===== src/rtl/tick_rate_ema_meter_defines.svh =====
// Assertion macros for the tick rate meter.
// Needs clk and arst_n in the scope of every use.
`ifndef TICK_RATE_EMA_METER_DEFINES_SVH
`define TICK_RATE_EMA_METER_DEFINES_SVH

// Check that the consequent holds in the same cycle as the antecedent.
`define TREM_ASSERT_NOW(lbl, ante, cons, msg) \
	lbl: assert property (@(posedge clk) disable iff (!arst_n) (ante) |-> (cons)) \
		else $error(msg);

// Check that the consequent holds in the cycle after the antecedent.
`define TREM_ASSERT_NEXT(lbl, ante, cons, msg) \
	lbl: assert property (@(posedge clk) disable iff (!arst_n) (ante) |=> (cons)) \
		else $error(msg);

`endif


===== src/rtl/trem_pkg.sv =====
// Shared types and constants of the tick rate meter.
// No dependencies; every other file but the defines header imports it.
`timescale 1ns / 1ps

package trem_pkg;

	localparam int STAMP_BITS = 32;
	localparam int COUNT_BITS = 20;

	localparam int TSTAMP_W  = 32;
	localparam int ELAPSED_W = 32;
	localparam int TOTAL_W   = 48;
	localparam int WSUM_W    = 40;
	localparam int PERIOD_W  = 48;
	localparam int RATE_W    = 32;
	localparam int FRAC_W    = 16;
	localparam int RATIO_W   = 17;
	localparam int CFG_W     = 32;
	localparam int CFG_IDX_W = 2;

	localparam int TOT_ADD_W = (STAMP_BITS > TOTAL_W ? STAMP_BITS : TOTAL_W) + 1;
	localparam int WIN_ADD_W = (STAMP_BITS > WSUM_W ? STAMP_BITS : WSUM_W) + 1;

	// Serial divider: one quotient bit a cycle
	localparam int DIV_W      = PERIOD_W;
	localparam int DIV_CNT_W  = $clog2(DIV_W + 1);
	localparam int MEAN_STEPS = PERIOD_W;
	localparam int RATE_STEPS = RATE_W;
	// Top bits of (window << FRAC_W) that seed the remainder of the mean division
	localparam int MEAN_HI_W  = WSUM_W + FRAC_W - PERIOD_W;

	// Serial blend: one bit of the weights a cycle
	localparam int MIX_STEPS  = RATIO_W;
	localparam int MIX_CNT_W  = $clog2(MIX_STEPS + 1);
	localparam int MIX_ACC_W  = PERIOD_W + 3;
	localparam int MIX_PROD_W = MIX_ACC_W + RATIO_W;

	localparam logic [RATIO_W-1:0]  RATIO_ONE  = RATIO_W'(1 << FRAC_W);
	localparam logic [FRAC_W-1:0]   ROUND_HALF = FRAC_W'(1 << (FRAC_W - 1));
	localparam logic [TOTAL_W-1:0]  TOTAL_MAX  = '1;
	localparam logic [WSUM_W-1:0]   WSUM_MAX   = '1;
	localparam logic [PERIOD_W-1:0] PERIOD_MAX = '1;
	localparam logic [RATE_W-1:0]   RATE_MAX   = '1;
	localparam logic [COUNT_BITS-1:0] COUNT_MAX = '1;

	localparam logic [CFG_W-1:0]   EVAL_RESET  = 32'd300000;
	localparam logic [RATIO_W-1:0] RATIO_RESET = 17'd32768;
	localparam logic [CFG_W-1:0]   TPS_RESET   = 32'd1000000;

	localparam logic [CFG_IDX_W-1:0] CFG_EVAL_INTERVAL    = 2'd0;
	localparam logic [CFG_IDX_W-1:0] CFG_AGE_RATIO        = 2'd1;
	localparam logic [CFG_IDX_W-1:0] CFG_TICKS_PER_SECOND = 2'd2;

	typedef enum logic [1:0] {
		REQ_START   = 2'd0,
		REQ_TICK    = 2'd1,
		REQ_RESTART = 2'd2,
		REQ_STOP    = 2'd3
	} req_type_t;

	typedef enum logic [2:0] {
		ST_IDLE,
		ST_WIN,
		ST_MEAN,
		ST_MIX,
		ST_BLEND,
		ST_RATE0,
		ST_RATE,
		ST_EMIT
	} meter_state_t;

	typedef struct packed {
		req_type_t             req_type;
		logic [TSTAMP_W-1:0]   timestamp;
	} in_item_t;

	typedef struct packed {
		logic [ELAPSED_W-1:0]  elapsed_ticks;
		logic [TOTAL_W-1:0]    total_ticks;
		logic [PERIOD_W-1:0]   period_avg;
		logic [RATE_W-1:0]     calls_per_second;
		logic                  running;
	} out_item_t;

	typedef struct packed {
		logic                  start;
		logic [DIV_W-1:0]      rem_init;
		logic [DIV_W-1:0]      divisor;
		logic [DIV_W-1:0]      numer;
		logic [DIV_CNT_W-1:0]  steps;
	} div_req_t;

	typedef struct packed {
		logic                  done;
		logic [DIV_W-1:0]      quot;
	} div_rsp_t;

	typedef struct packed {
		logic                  start;
		logic [RATIO_W-1:0]    ratio;
		logic [PERIOD_W-1:0]   mean;
		logic [PERIOD_W-1:0]   avg;
	} mix_req_t;

	typedef struct packed {
		logic                  done;
		logic [PERIOD_W-1:0]   period;
	} mix_rsp_t;

endpackage


===== src/rtl/trem_div.sv =====
// Restoring divider, one quotient bit per cycle, numerator bits shifted in MSB first.
// Depends on trem_pkg.
`timescale 1ns / 1ps

module trem_div import trem_pkg::*; (
	input  logic     clk,
	input  logic     arst_n,
	input  div_req_t req,
	output div_rsp_t rsp
);

	logic                 busy_q;
	logic                 done_q;
	logic [DIV_CNT_W-1:0] cnt_q;
	logic [DIV_W-1:0]     rem_q;
	logic [DIV_W-1:0]     dvsr_q;
	logic [DIV_W-1:0]     numer_q;
	logic [DIV_W-1:0]     quot_q;

	logic [DIV_W:0]       shifted_w;
	logic [DIV_W:0]       diff_w;
	logic                 fit_w;

	// Remainder stays below the divisor, so the difference fits back in DIV_W bits
	assign shifted_w = {rem_q, numer_q[DIV_W-1]};
	assign fit_w     = shifted_w >= {1'b0, dvsr_q};
	assign diff_w    = shifted_w - {1'b0, dvsr_q};

	always_ff @(posedge clk or negedge arst_n) begin
		if (!arst_n) begin
			busy_q <= 1'b0;
			done_q <= 1'b0;
			cnt_q  <= '0;
		end else begin
			done_q <= 1'b0;
			if (req.start) begin
				busy_q <= 1'b1;
				cnt_q  <= req.steps;
			end else if (busy_q) begin
				cnt_q <= cnt_q - DIV_CNT_W'(1);
				if (cnt_q == DIV_CNT_W'(1)) begin
					busy_q <= 1'b0;
					done_q <= 1'b1;
				end
			end
		end
	end

	always_ff @(posedge clk) begin
		if (req.start) begin
			rem_q   <= req.rem_init;
			dvsr_q  <= req.divisor;
			numer_q <= req.numer;
			quot_q  <= '0;
		end else if (busy_q) begin
			rem_q   <= fit_w ? diff_w[DIV_W-1:0] : shifted_w[DIV_W-1:0];
			numer_q <= {numer_q[DIV_W-2:0], 1'b0};
			quot_q  <= {quot_q[DIV_W-2:0], fit_w};
		end
	end

	assign rsp.done = done_q;
	assign rsp.quot = quot_q;

endmodule


===== src/rtl/trem_mix.sv =====
// Serial blend of window mean and averaged period, one weight bit per cycle, rounded.
// Depends on trem_pkg.
`timescale 1ns / 1ps

module trem_mix import trem_pkg::*; (
	input  logic     clk,
	input  logic     arst_n,
	input  mix_req_t req,
	output mix_rsp_t rsp
);

	logic                  busy_q;
	logic                  done_q;
	logic [MIX_CNT_W-1:0]  cnt_q;
	logic [RATIO_W-1:0]    a_q;
	logic [RATIO_W-1:0]    b_q;
	logic [PERIOD_W-1:0]   mean_q;
	logic [PERIOD_W-1:0]   avg_q;
	logic [MIX_PROD_W-1:0] prod_q;

	logic [RATIO_W-1:0]    ratio_w;
	logic [MIX_ACC_W-1:0]  sum_w;

	// Weights above one act as one
	assign ratio_w = (req.ratio > RATIO_ONE) ? RATIO_ONE : req.ratio;

	// Add both partial products at the top, then shift the whole product right
	assign sum_w = prod_q[MIX_PROD_W-1:RATIO_W]
		+ (a_q[0] ? MIX_ACC_W'(mean_q) : MIX_ACC_W'(0))
		+ (b_q[0] ? MIX_ACC_W'(avg_q) : MIX_ACC_W'(0));

	always_ff @(posedge clk or negedge arst_n) begin
		if (!arst_n) begin
			busy_q <= 1'b0;
			done_q <= 1'b0;
			cnt_q  <= '0;
		end else begin
			done_q <= 1'b0;
			if (req.start) begin
				busy_q <= 1'b1;
				cnt_q  <= MIX_CNT_W'(MIX_STEPS);
			end else if (busy_q) begin
				cnt_q <= cnt_q - MIX_CNT_W'(1);
				if (cnt_q == MIX_CNT_W'(1)) begin
					busy_q <= 1'b0;
					done_q <= 1'b1;
				end
			end
		end
	end

	always_ff @(posedge clk) begin
		if (req.start) begin
			a_q    <= ratio_w;
			b_q    <= RATIO_ONE - ratio_w;
			mean_q <= req.mean;
			avg_q  <= req.avg;
			// Seed the rounding half so it lands at weight one after all shifts
			prod_q <= {MIX_ACC_W'(ROUND_HALF), {RATIO_W{1'b0}}};
		end else if (busy_q) begin
			a_q    <= a_q >> 1;
			b_q    <= b_q >> 1;
			prod_q <= {1'b0, sum_w, prod_q[RATIO_W-1:1]};
		end
	end

	assign rsp.done   = done_q;
	assign rsp.period = prod_q[PERIOD_W+FRAC_W-1:FRAC_W];

endmodule


===== src/rtl/tick_rate_ema_meter.sv =====
// Call-rate meter over a free-running timestamp, with an averaged period and rate.
// Depends on trem_pkg, trem_div, trem_mix and tick_rate_ema_meter_defines.svh.
`timescale 1ns / 1ps
`include "tick_rate_ema_meter_defines.svh"

// Each input item carries a request type (start, tick, restart averaging, stop)
// and a timestamp; each gives exactly one result item with the elapsed ticks, the
// saturating running total, the averaged period (Q32.16) and the averaged call rate
// (Q16.16). One item is in work at a time. Start, restart, stop and any tick that
// does not close a window pass from the accepting state straight to the state
// that loads the result register.
// A tick whose window sum reaches eval_interval runs the bit-serial units: the
// divider for the window mean, then the blend unit, then the divider again for
// the rate; seeding the average skips the blend, and a saturated or trivial
// quotient skips its division. The result waits in an output register, so the
// next item is taken while it is still pending; a result that finds the register
// still full holds the block in its last state until the register is taken.
// Configuration writes are taken in any cycle and belong in idle time; index 3
// is ignored. There is no clearing pass after reset.

module tick_rate_ema_meter import trem_pkg::*; (
	input  logic                 clk,
	input  logic                 arst_n,
	input  logic                 in_valid,
	output logic                 in_ready,
	input  in_item_t             in_data,
	output logic                 out_valid,
	input  logic                 out_ready,
	output out_item_t            out_data,
	input  logic                 cfg_valid,
	output logic                 cfg_ready,
	input  logic [CFG_IDX_W-1:0] cfg_index,
	input  logic [CFG_W-1:0]     cfg_data
);

	meter_state_t state_q, state_d;

	// Configuration
	logic [CFG_W-1:0]      eval_q;
	logic [RATIO_W-1:0]    ratio_q;
	logic [CFG_W-1:0]      tps_q;

	// Architectural state
	logic [STAMP_BITS-1:0] last_stamp_q;
	logic [COUNT_BITS-1:0] count_q;
	logic [WSUM_W-1:0]     window_q;
	logic [PERIOD_W-1:0]   avg_q;
	logic [RATE_W-1:0]     rate_q;
	logic [TOTAL_W-1:0]    total_q;
	logic                  run_q;

	// Per-item payload
	logic [ELAPSED_W-1:0]  elapsed_q;
	logic [PERIOD_W-1:0]   mean_q;
	logic                  out_valid_q;
	out_item_t             out_q;

	logic [STAMP_BITS-1:0] stamp_w;
	logic [STAMP_BITS-1:0] elapsed_w;
	logic [TOT_ADD_W-1:0]  total_add_w;
	logic [TOTAL_W-1:0]    total_sat_w;
	logic [WIN_ADD_W-1:0]  window_add_w;
	logic [WSUM_W-1:0]     window_sat_w;
	logic [COUNT_BITS-1:0] count_inc_w;
	logic                  win_close_w;
	logic                  mean_sat_w;
	logic                  rate_div_w;
	logic                  in_take_w;
	logic                  out_load_w;

	div_req_t div_req;
	div_rsp_t div_rsp;
	mix_req_t mix_req;
	mix_rsp_t mix_rsp;

	trem_div u_div (
		.clk    (clk),
		.arst_n (arst_n),
		.req    (div_req),
		.rsp    (div_rsp)
	);

	trem_mix u_mix (
		.clk    (clk),
		.arst_n (arst_n),
		.req    (mix_req),
		.rsp    (mix_rsp)
	);

	// Elapsed time wraps at the timestamp width; totals saturate
	assign stamp_w      = STAMP_BITS'(in_data.timestamp);
	assign elapsed_w    = stamp_w - last_stamp_q;
	assign total_add_w  = TOT_ADD_W'(total_q) + TOT_ADD_W'(elapsed_w);
	assign total_sat_w  = (total_add_w > TOT_ADD_W'(TOTAL_MAX)) ?
		TOTAL_MAX : total_add_w[TOTAL_W-1:0];
	assign window_add_w = WIN_ADD_W'(window_q) + WIN_ADD_W'(elapsed_w);
	assign window_sat_w = (window_add_w > WIN_ADD_W'(WSUM_MAX)) ?
		WSUM_MAX : window_add_w[WSUM_W-1:0];
	assign count_inc_w  = (count_q == COUNT_MAX) ? count_q : count_q + COUNT_BITS'(1);
	assign win_close_w  = window_sat_w >= WSUM_W'(eval_q);

	// Mean overflows 48 bits when the top of (window << 16) already reaches the count
	assign mean_sat_w = DIV_W'(window_q[WSUM_W-1 -: MEAN_HI_W]) >= DIV_W'(count_q);
	// Rate needs the divider only when the quotient fits in 32 bits
	assign rate_div_w = (tps_q != '0) && (avg_q != '0) && (DIV_W'(tps_q) < avg_q);

	assign in_take_w = in_valid && in_ready;
	assign cfg_ready = 1'b1;

	// Next state
	always_comb begin
		state_d = state_q;
		unique case (state_q)
			ST_IDLE: begin
				if (in_take_w) begin
					if (in_data.req_type == REQ_TICK && win_close_w) state_d = ST_WIN;
					else state_d = ST_EMIT;
				end
			end
			ST_WIN:   state_d = mean_sat_w ? ST_MIX : ST_MEAN;
			ST_MEAN:  if (div_rsp.done) state_d = ST_MIX;
			ST_MIX:   state_d = (avg_q == '0) ? ST_RATE0 : ST_BLEND;
			ST_BLEND: if (mix_rsp.done) state_d = ST_RATE0;
			ST_RATE0: state_d = rate_div_w ? ST_RATE : ST_EMIT;
			ST_RATE:  if (div_rsp.done) state_d = ST_EMIT;
			ST_EMIT:  if (out_load_w) state_d = ST_IDLE;
			default:  state_d = ST_IDLE;
		endcase
	end

	// Control outputs and unit requests
	always_comb begin
		in_ready   = 1'b0;
		out_load_w = 1'b0;
		div_req    = '0;
		mix_req    = '0;
		unique case (state_q)
			ST_IDLE: in_ready = 1'b1;
			ST_WIN: begin
				div_req.start    = !mean_sat_w;
				div_req.rem_init = DIV_W'(window_q[WSUM_W-1 -: MEAN_HI_W]);
				div_req.divisor  = DIV_W'(count_q);
				div_req.numer    = {window_q[PERIOD_W-FRAC_W-1:0], {FRAC_W{1'b0}}};
				div_req.steps    = DIV_CNT_W'(MEAN_STEPS);
			end
			ST_MIX: begin
				mix_req.start = avg_q != '0;
				mix_req.ratio = ratio_q;
				mix_req.mean  = mean_q;
				mix_req.avg   = avg_q;
			end
			ST_RATE0: begin
				div_req.start    = rate_div_w;
				div_req.rem_init = DIV_W'(tps_q);
				div_req.divisor  = avg_q;
				div_req.numer    = '0;
				div_req.steps    = DIV_CNT_W'(RATE_STEPS);
			end
			ST_EMIT: out_load_w = !out_valid_q || out_ready;
			default: begin
			end
		endcase
	end

	always_ff @(posedge clk or negedge arst_n) begin
		if (!arst_n) state_q <= ST_IDLE;
		else state_q <= state_d;
	end

	// Configuration and architectural state
	always_ff @(posedge clk or negedge arst_n) begin
		if (!arst_n) begin
			eval_q       <= EVAL_RESET;
			ratio_q      <= RATIO_RESET;
			tps_q        <= TPS_RESET;
			last_stamp_q <= '0;
			count_q      <= '0;
			window_q     <= '0;
			avg_q        <= '0;
			rate_q       <= '0;
			total_q      <= '0;
			run_q        <= 1'b0;
		end else begin
			if (cfg_valid && cfg_ready) begin
				unique case (cfg_index)
					CFG_EVAL_INTERVAL:    eval_q  <= cfg_data;
					CFG_AGE_RATIO:        ratio_q <= cfg_data[RATIO_W-1:0];
					CFG_TICKS_PER_SECOND: tps_q   <= cfg_data;
					default: begin
					end
				endcase
			end
			unique case (state_q)
				ST_IDLE: begin
					if (in_take_w) begin
						unique case (in_data.req_type)
							REQ_START: begin
								run_q        <= 1'b1;
								total_q      <= '0;
								last_stamp_q <= stamp_w;
							end
							REQ_TICK: begin
								total_q      <= total_sat_w;
								count_q      <= count_inc_w;
								window_q     <= window_sat_w;
								last_stamp_q <= stamp_w;
							end
							REQ_RESTART: begin
								total_q      <= total_sat_w;
								count_q      <= '0;
								window_q     <= '0;
								avg_q        <= '0;
								rate_q       <= '0;
								last_stamp_q <= stamp_w;
							end
							REQ_STOP: begin
								// Hold the last stamp
								run_q    <= 1'b0;
								total_q  <= total_sat_w;
								count_q  <= '0;
								window_q <= '0;
								avg_q    <= '0;
								rate_q   <= '0;
							end
						endcase
					end
				end
				ST_WIN: begin
					// The divider has taken its operands: drop the window now
					count_q  <= '0;
					window_q <= '0;
				end
				ST_MIX: if (avg_q == '0) avg_q <= mean_q;
				ST_BLEND: if (mix_rsp.done) avg_q <= mix_rsp.period;
				ST_RATE0: begin
					if (!rate_div_w) rate_q <= (tps_q == '0) ? '0 : RATE_MAX;
				end
				ST_RATE: if (div_rsp.done) rate_q <= div_rsp.quot[RATE_W-1:0];
				default: begin
				end
			endcase
		end
	end

	// Per-item payload, no reset
	always_ff @(posedge clk) begin
		if (in_take_w) begin
			elapsed_q <= (in_data.req_type == REQ_START) ? '0 : ELAPSED_W'(elapsed_w);
		end
		if (state_q == ST_WIN && mean_sat_w) mean_q <= PERIOD_MAX;
		if (state_q == ST_MEAN && div_rsp.done) mean_q <= div_rsp.quot[PERIOD_W-1:0];
		if (out_load_w) begin
			out_q.elapsed_ticks    <= elapsed_q;
			out_q.total_ticks      <= total_q;
			out_q.period_avg       <= avg_q;
			out_q.calls_per_second <= rate_q;
			out_q.running          <= run_q;
		end
	end

	// Output register: hold the result until taken
	always_ff @(posedge clk or negedge arst_n) begin
		if (!arst_n) out_valid_q <= 1'b0;
		else if (out_load_w) out_valid_q <= 1'b1;
		else if (out_ready) out_valid_q <= 1'b0;
	end

	assign out_valid = out_valid_q;
	assign out_data  = out_q;

	`TREM_ASSERT_NEXT(a_one_item, in_take_w, !in_ready, "item taken while another is in work")
	`TREM_ASSERT_NOW(a_div_owner, div_rsp.done, state_q == ST_MEAN || state_q == ST_RATE, "divider finished outside a division state")
	`TREM_ASSERT_NOW(a_mix_owner, mix_rsp.done, state_q == ST_BLEND, "blend finished outside the blend state")
	`TREM_ASSERT_NOW(a_out_source, $rose(out_valid), $past(state_q) == ST_EMIT, "result shown without a load")

endmodule


===== config.mk =====
export PLATFORM = sky130hd
export DESIGN_NAME = tick_rate_ema_meter
export DESIGN_NICKNAME = d
export VERILOG_FILES = /design/src/rtl/trem_pkg.sv /design/src/rtl/trem_div.sv /design/src/rtl/trem_mix.sv /design/src/rtl/tick_rate_ema_meter.sv
export VERILOG_INCLUDE_DIRS = /design/src /design/src/rtl
export SDC_FILE = /design/constraint.sdc
export NUM_CORES = 2
export LEC_CHECK = 0
export ABC_AREA = 1
export BUFFER_PORTS_ARGS = -buffer_cell sky130_fd_sc_hd__buf_2
export CAP_MARGIN = 20
export CORE_MARGIN = 2
export CORE_UTILIZATION = 40
export CTS_CLUSTER_DIAMETER = 40
export DETAILED_ROUTE_END_ITERATION = 10
export PLACE_DENSITY = 0.56
export SYNTH_ARGS = -nofsm -noshare
export SYNTH_HDL_FRONTEND = slang
export SYNTH_SLANG_ARGS = --single-unit

===== constraint.sdc =====
create_clock -name clk -period 8.35 [get_ports clk]
set_input_delay 0.4175 -clock clk [delete_from_list [all_inputs] [get_ports clk]]
set_output_delay 0.4175 -clock clk [all_outputs]
set_load 0.005 [all_outputs]

# After elaboration in Yosys (flattened, before gate mapping)
# Cells that the tools add are included.
[classes] addsub=10 n_reduce_logical=38 multipliers=0 n_lt_le_gt_ge=7 n_shift=0 n_eq_ne=25 div=0 mux=68 bitwise=0
[op_table] operator="$mux 48" n=14
[op_table] operator="$pmux 151 s2" n=1
[op_table] operator="$mux 32" n=5
[op_table] operator="$pmux 40 s2" n=2
[op_table] operator="$pmux 48 s3" n=1
[op_table] operator="$mux 114" n=1
[op_table] operator="$pmux 32 s3" n=1
[op_table] operator="$pmux 48 s2" n=1
[op_table] operator="$mux 17" n=5
[op_table] operator="$mux 40" n=2
[op_table] operator="$pmux 20 s2" n=2
[op_table] operator="$add 50x51->51" n=1
[op_table] operator="$add 51x51->51" n=1
[op_table] operator="$add 48x32->49" n=1
[op_table] operator="$ge 49x48->1" n=1
[op_table] operator="$gt 49x48->1 const B" n=1
[op_table] operator="$logic_not 48->1" n=1
[op_table] operator="$lt 32x48->1" n=1
[op_table] operator="$reduce_bool 48->1" n=1
[op_table] operator="$sub 48x48->48" n=1
[op_table] operator="$add 40x32->41" n=1
[op_table] operator="$gt 41x40->1 const B" n=1
[op_table] operator="$ge 40x32->1" n=1
[op_table] operator="$mux 20" n=2
[op_table] operator="other kinds (39)" n=99
[totals] latchBits=0 mem_count=0 register_bits=951 output_inout_bits=164 rom_bits=0 inputBits=73 ram_bits=0

# Longest topological paths before layout
[depth] ltp_word=9 ltp_mapped=45

# By module
# A second synthesis with hierarchy kept.
[unflattened] cells_unflattened=7125 area_unflattened_um2=56102.6
[modules_own_cells] mod="tick_rate_ema_meter" cells_each=3649 n_inst=1 area_each_um2=30569.3
[modules_own_cells] mod="trem_mix" cells_each=1733 n_inst=1 area_each_um2=12923.6
[modules_own_cells] mod="trem_div" cells_each=1743 n_inst=1 area_each_um2=12609.6

# Least setup slack after synthesis
# No wires, ideal clock.
[synth_path] path_type="reg2reg" from="reg state_q[2]" to="reg out_q (netlist bit out_data[0]) (enable)" n_path_buf=0 setup_slack_ps=303 arrival_time_ps=7363 synth_period_minus_slack_ps=8047 stages_incl_launch_ff=5 path_cell_list="dfrtp_1 inv_2 nor2_1 inv_1 nor2_1"
[synth_between] elab_chain_len=2
[synth_lines] item="start: declaration" line_no="tick_rate_ema_meter.sv:36" source="meter_state_t state_q, state_d;"
[synth_lines] item="start signal: assignment" line_no="tick_rate_ema_meter.sv:167" source="else state_q <= state_d;"
[synth_lines] item="$eq 3x3->1" line_no="tick_rate_ema_meter.sv:137" source="unique case (state_q)"
[synth_lines] item="$mux 1" line_no="tick_rate_ema_meter.sv:137"
[synth_lines] item="net out_load_w" line_no="tick_rate_ema_meter.sv:69" source="logic out_load_w;"
[synth_lines] item="end: declaration" line_no="tick_rate_ema_meter.sv:56" source="out_item_t out_q;"
# The timed path passes the listed nets, and every way through them passes these cells.
# A chain may end at the register's enable or synchronous reset.

# Final worst setup path
[layout_path] from="in in_data[0] (netlist name)" to="reg state_q[2]"
[layout_between] elab_chain_len=9
[layout_lines] item="start: declaration" line_no="tick_rate_ema_meter.sv:26" source="input in_item_t in_data,"
[layout_lines] item="$sub 32x32->32 (*)" line_no="tick_rate_ema_meter.sv:92" source="assign elapsed_w = stamp_w - last_stamp_q;"
[layout_lines] item="net elapsed_w[26]" line_no="tick_rate_ema_meter.sv:59" source="logic [STAMP_BITS-1:0] elapsed_w;"
[layout_lines] item="$add 40x32->41 (*)" line_no="tick_rate_ema_meter.sv:96" source="assign window_add_w = WIN_ADD_W'(window_q) + WIN_ADD_W'(elapsed_w);"
[layout_lines] item="$gt 41x40->1" line_no="tick_rate_ema_meter.sv:97" source="assign window_sat_w = (window_add_w > WIN_ADD_W'(WSUM_MAX)) ?"
[layout_lines] item="$mux 40 (*)" line_no="tick_rate_ema_meter.sv:97"
[layout_lines] item="$ge 40x32->1 (*)" line_no="tick_rate_ema_meter.sv:100" source="assign win_close_w = window_sat_w >= WSUM_W'(eval_q);"
[layout_lines] item="$logic_and 1x1->1 (*)" line_no="tick_rate_ema_meter.sv:116" source="if (in_data.req_type == REQ_TICK && win_close_w) state_d = ST_WIN;"
[layout_lines] item="$mux 3 (*)" line_no="tick_rate_ema_meter.sv:116"
[layout_lines] item="$mux 3 (*)" line_no="tick_rate_ema_meter.sv:115" source="if (in_take_w) begin"
[layout_lines] item="$pmux 3 s8 (*)" line_no="tick_rate_ema_meter.sv:113" source="unique case (state_q)"
# Mark *: on every way through the listed nets, which the timed path passes. The rest lies on a longest branch. The select of a mux whose other input is x is not followed.

==> results_dict.tcl <==
set metrics [dict create \
    avgRoutedWirePerCell_um 20.4 \
    startpoint_type "input port" \
    routed_wl_mm 177 \
    crit_top_cell "nand2_1" \
    max_stage_delay_ns 0.99 \
    gp_congestion 0.957 \
    crit_path_end_kind "flip-flop" \
    syn-instance-count 6510 \
    syn2layout_area_growth_pct 16.7 \
    crit_path_max_fanout 9 \
    crit_start "in_data[0]" \
    synth-simple-area-share 0.204 \
    ys_types 71 \
    r2r.worst_path.cells 37 \
    crit_required_ns 8.99 \
    core_um2 132000 \
    synthFlopType "edfxtp_1" \
    root_buffer "clkbuf_16" \
    ant_nets 0 \
    dp_hpwl_mm 134 \
    initial_core_util 0.404 \
    avgSynthCellArea_um2 8.19 \
    synth_compound_area_frac 0.126 \
    hold_viol_final 0 \
    final_cell_mix "1557 x nand2_1, 1017 x inv_1, 711 x nor2_1, 499 x edfxtp_1, 443 x o21ai_0" \
    antenna_found_initial 6 \
    tns_ns 0 \
    via_count 45000 \
    synth_warnings 0 \
    fin_crit_sh 0.799 \
    skew_ns 0.0408 \
    drc_errors 0 \
    tightest_slew_ns 1.29 \
    viasPerCell 5.18 \
    synth_edf_count 499 \
    path_clk_slew_ns 0.06 \
    numClockSinks 919 \
    status "completed" \
    synth-seq-cells 919 \
    clkLatencyLatePin_ns 0.78 \
    maxCapViolations 0 \
    clockBufferDepth 3 \
    grt.total_usage 0.258 \
    die-area_um2 136000 \
    numCtsBuffers 151 \
    timing.hold.worst_path_depth 3 \
    portBuffers 235 \
    synth_fp_nets 6915 \
    muxShareOfSynthArea 0.000211 \
    final_common_cell "nand2_1" \
    setup_viol_count_final 0 \
    post-route-min-period_ns 6.67 \
    layout-drive-gt1-share 0.0924 \
    arrival_ns 7.31 \
    nets 7211 \
    overflow 0 \
    dr.pass1.iters 6 \
    min_path_type "in -> reg" \
    rsz0062_at_grt "false" \
    die_x_um 369 \
    crit_path_top_delay_cell "xor2_1" \
    drt_iter0_markers 3378 \
    synth_xor_area_frac 0.0251 \
    criticalPathCategory "in -> reg" \
    slew_headroom 0.139 \
    min_from "cfg_data[7]" \
    seq_area_frac_synth 0.469 \
    synth_top_family_by_area "simple AND/OR/NAND/NOR gates" \
    htree_levels 4 \
    io_pins 237 \
    slew_violations 0 \
    max_freq_mhz 150 \
    fp.dieH_um 369 \
    timing.rr.start "last_stamp_q[0]$_DFFE_PN0P_" \
    synth_adder_area_share 0.0854 \
    grt_pass1_vias 44600 \
    timing.reg2reg.setup_slack_ns 1.69 \
    grt_max_degree 97 \
    tritoncts "built" \
    grt_first_pass_wirelength_mm 268 \
    synthesis.area_um2 53300 \
    rows 133 \
    synthArstFlopShare 0.349 \
]
-- cell type report --
cell class                      instances  area, um^2
Clock inverter                        110        1370
Fill cell                           13100       69600
Antenna cell                            4        10.0
Multi-Input combinational cell       4373       23600
Tap cell                             1755        2200
Clock buffer                          172        4060
Inverter                             1032        3880
Sequential cell                       919       25000
Timing Repair Buffer                  329        2070
-- worst max-delay path, delay by kind of cell --
kind                       cells  cell delay [ns]
and+or+nand+nor               25             2.71
adders and majority gates      4             1.38
AOI/OAI and AO/OA              4             0.68
xor gates and xnor gates       1             0.99
buffers and inverters          6             1.11
-- cells by family after synthesis --
family	after synthesis
AND/OR/NAND/NOR	2687
buffers and inverters	1218
AO/OA/AOI/OAI	1199
flip-flops	919
adder cells (fa/ha/maj)	332
XOR/XNOR	153
other	1
multiplexers	1
-- worst paths after layout --
kind,endpoint
hold reg to reg,out_data[151]$_DFFE_PP_
setup reg to reg,state_q[2]$_DFFE_PN0P_
max in group asynchronous,avg_q[40]$_DFFE_PN0P_
hold / removal,eval_q[7]$_DFFE_PN1P_
setup / recovery,state_q[2]$_DFFE_PN0P_
min in group asynchronous,total_q[40]$_DFFE_PN0P_
-- stage by stage --
stage	util	cells	instance area, um^2	hold WS [ns]	setup WS, ns
6_report	0.472	8694	62200	0.0561	1.68
5_1_grt	0.472	8690	62200	0.0244	1.29
4_1_cts	0.471	8687	62100	0.00812	1.71
3_5_place_dp	0.426	8354	56200	0.406	1.56
3_3_place_gp	0.426	8353	56200	0.400	1.63
2_1_floorplan	-	6510	53300	0.122	0.303
-- cells in the mapped netlist (57+ instances only) --
| library cell | instances | share of area |
|---|---|---|
| ha_1 | 279 | 0.065 |
| nand3_1 | 212 | 0.020 |
| nor2_1 | 714 | 0.050 |
| o22ai_1 | 90 | 0.011 |
| dfxtp_1 | 99 | 0.037 |
| o21ai_0 | 444 | 0.042 |
| nand4_1 | 57 | 0.0067 |
| nand2_1 | 1561 | 0.11 |
| dfrtp_1 | 305 | 0.14 |
| xnor2_1 | 64 | 0.011 |
| inv_1 | 1017 | 0.072 |
| edfxtp_1 | 499 | 0.28 |
| a21oi_1 | 394 | 0.037 |
| xor2_1 | 89 | 0.015 |
| clkbuf_1 | 118 | 0.0083 |
-- metal layers --
layer	global-route usage	vias up	routed length (um)
li1	-	21900	-
met1	0.340	21400	77300
met2	0.427	1315	83800
met3	0.0408	299	9500
met4	0.0971	10	6420
met5	0	-	59
-- flip-flops by register name, indices dropped and copies added (netlist names), 40 cells and up --
name and count:
avg_q 48, mean_q 48, out_data 161, total_q 48
u_div.dvsr_q 48, u_div.quot_q 48, u_div.rem_q 48, u_mix.avg_q 48
u_mix.mean_q 48, u_mix.prod_q 51, window_q 40
-- repair_timing --
item / CTS / global route
gates resized for setup: 0 / 0
buffers inserted: 0 / 0
hold endpoints to repair: 124 / 0
hold buffers: 51 / 0
Power is not shown: default switching activity piles up to over one toggle a cycle in this logic, so the estimate is an artifact.
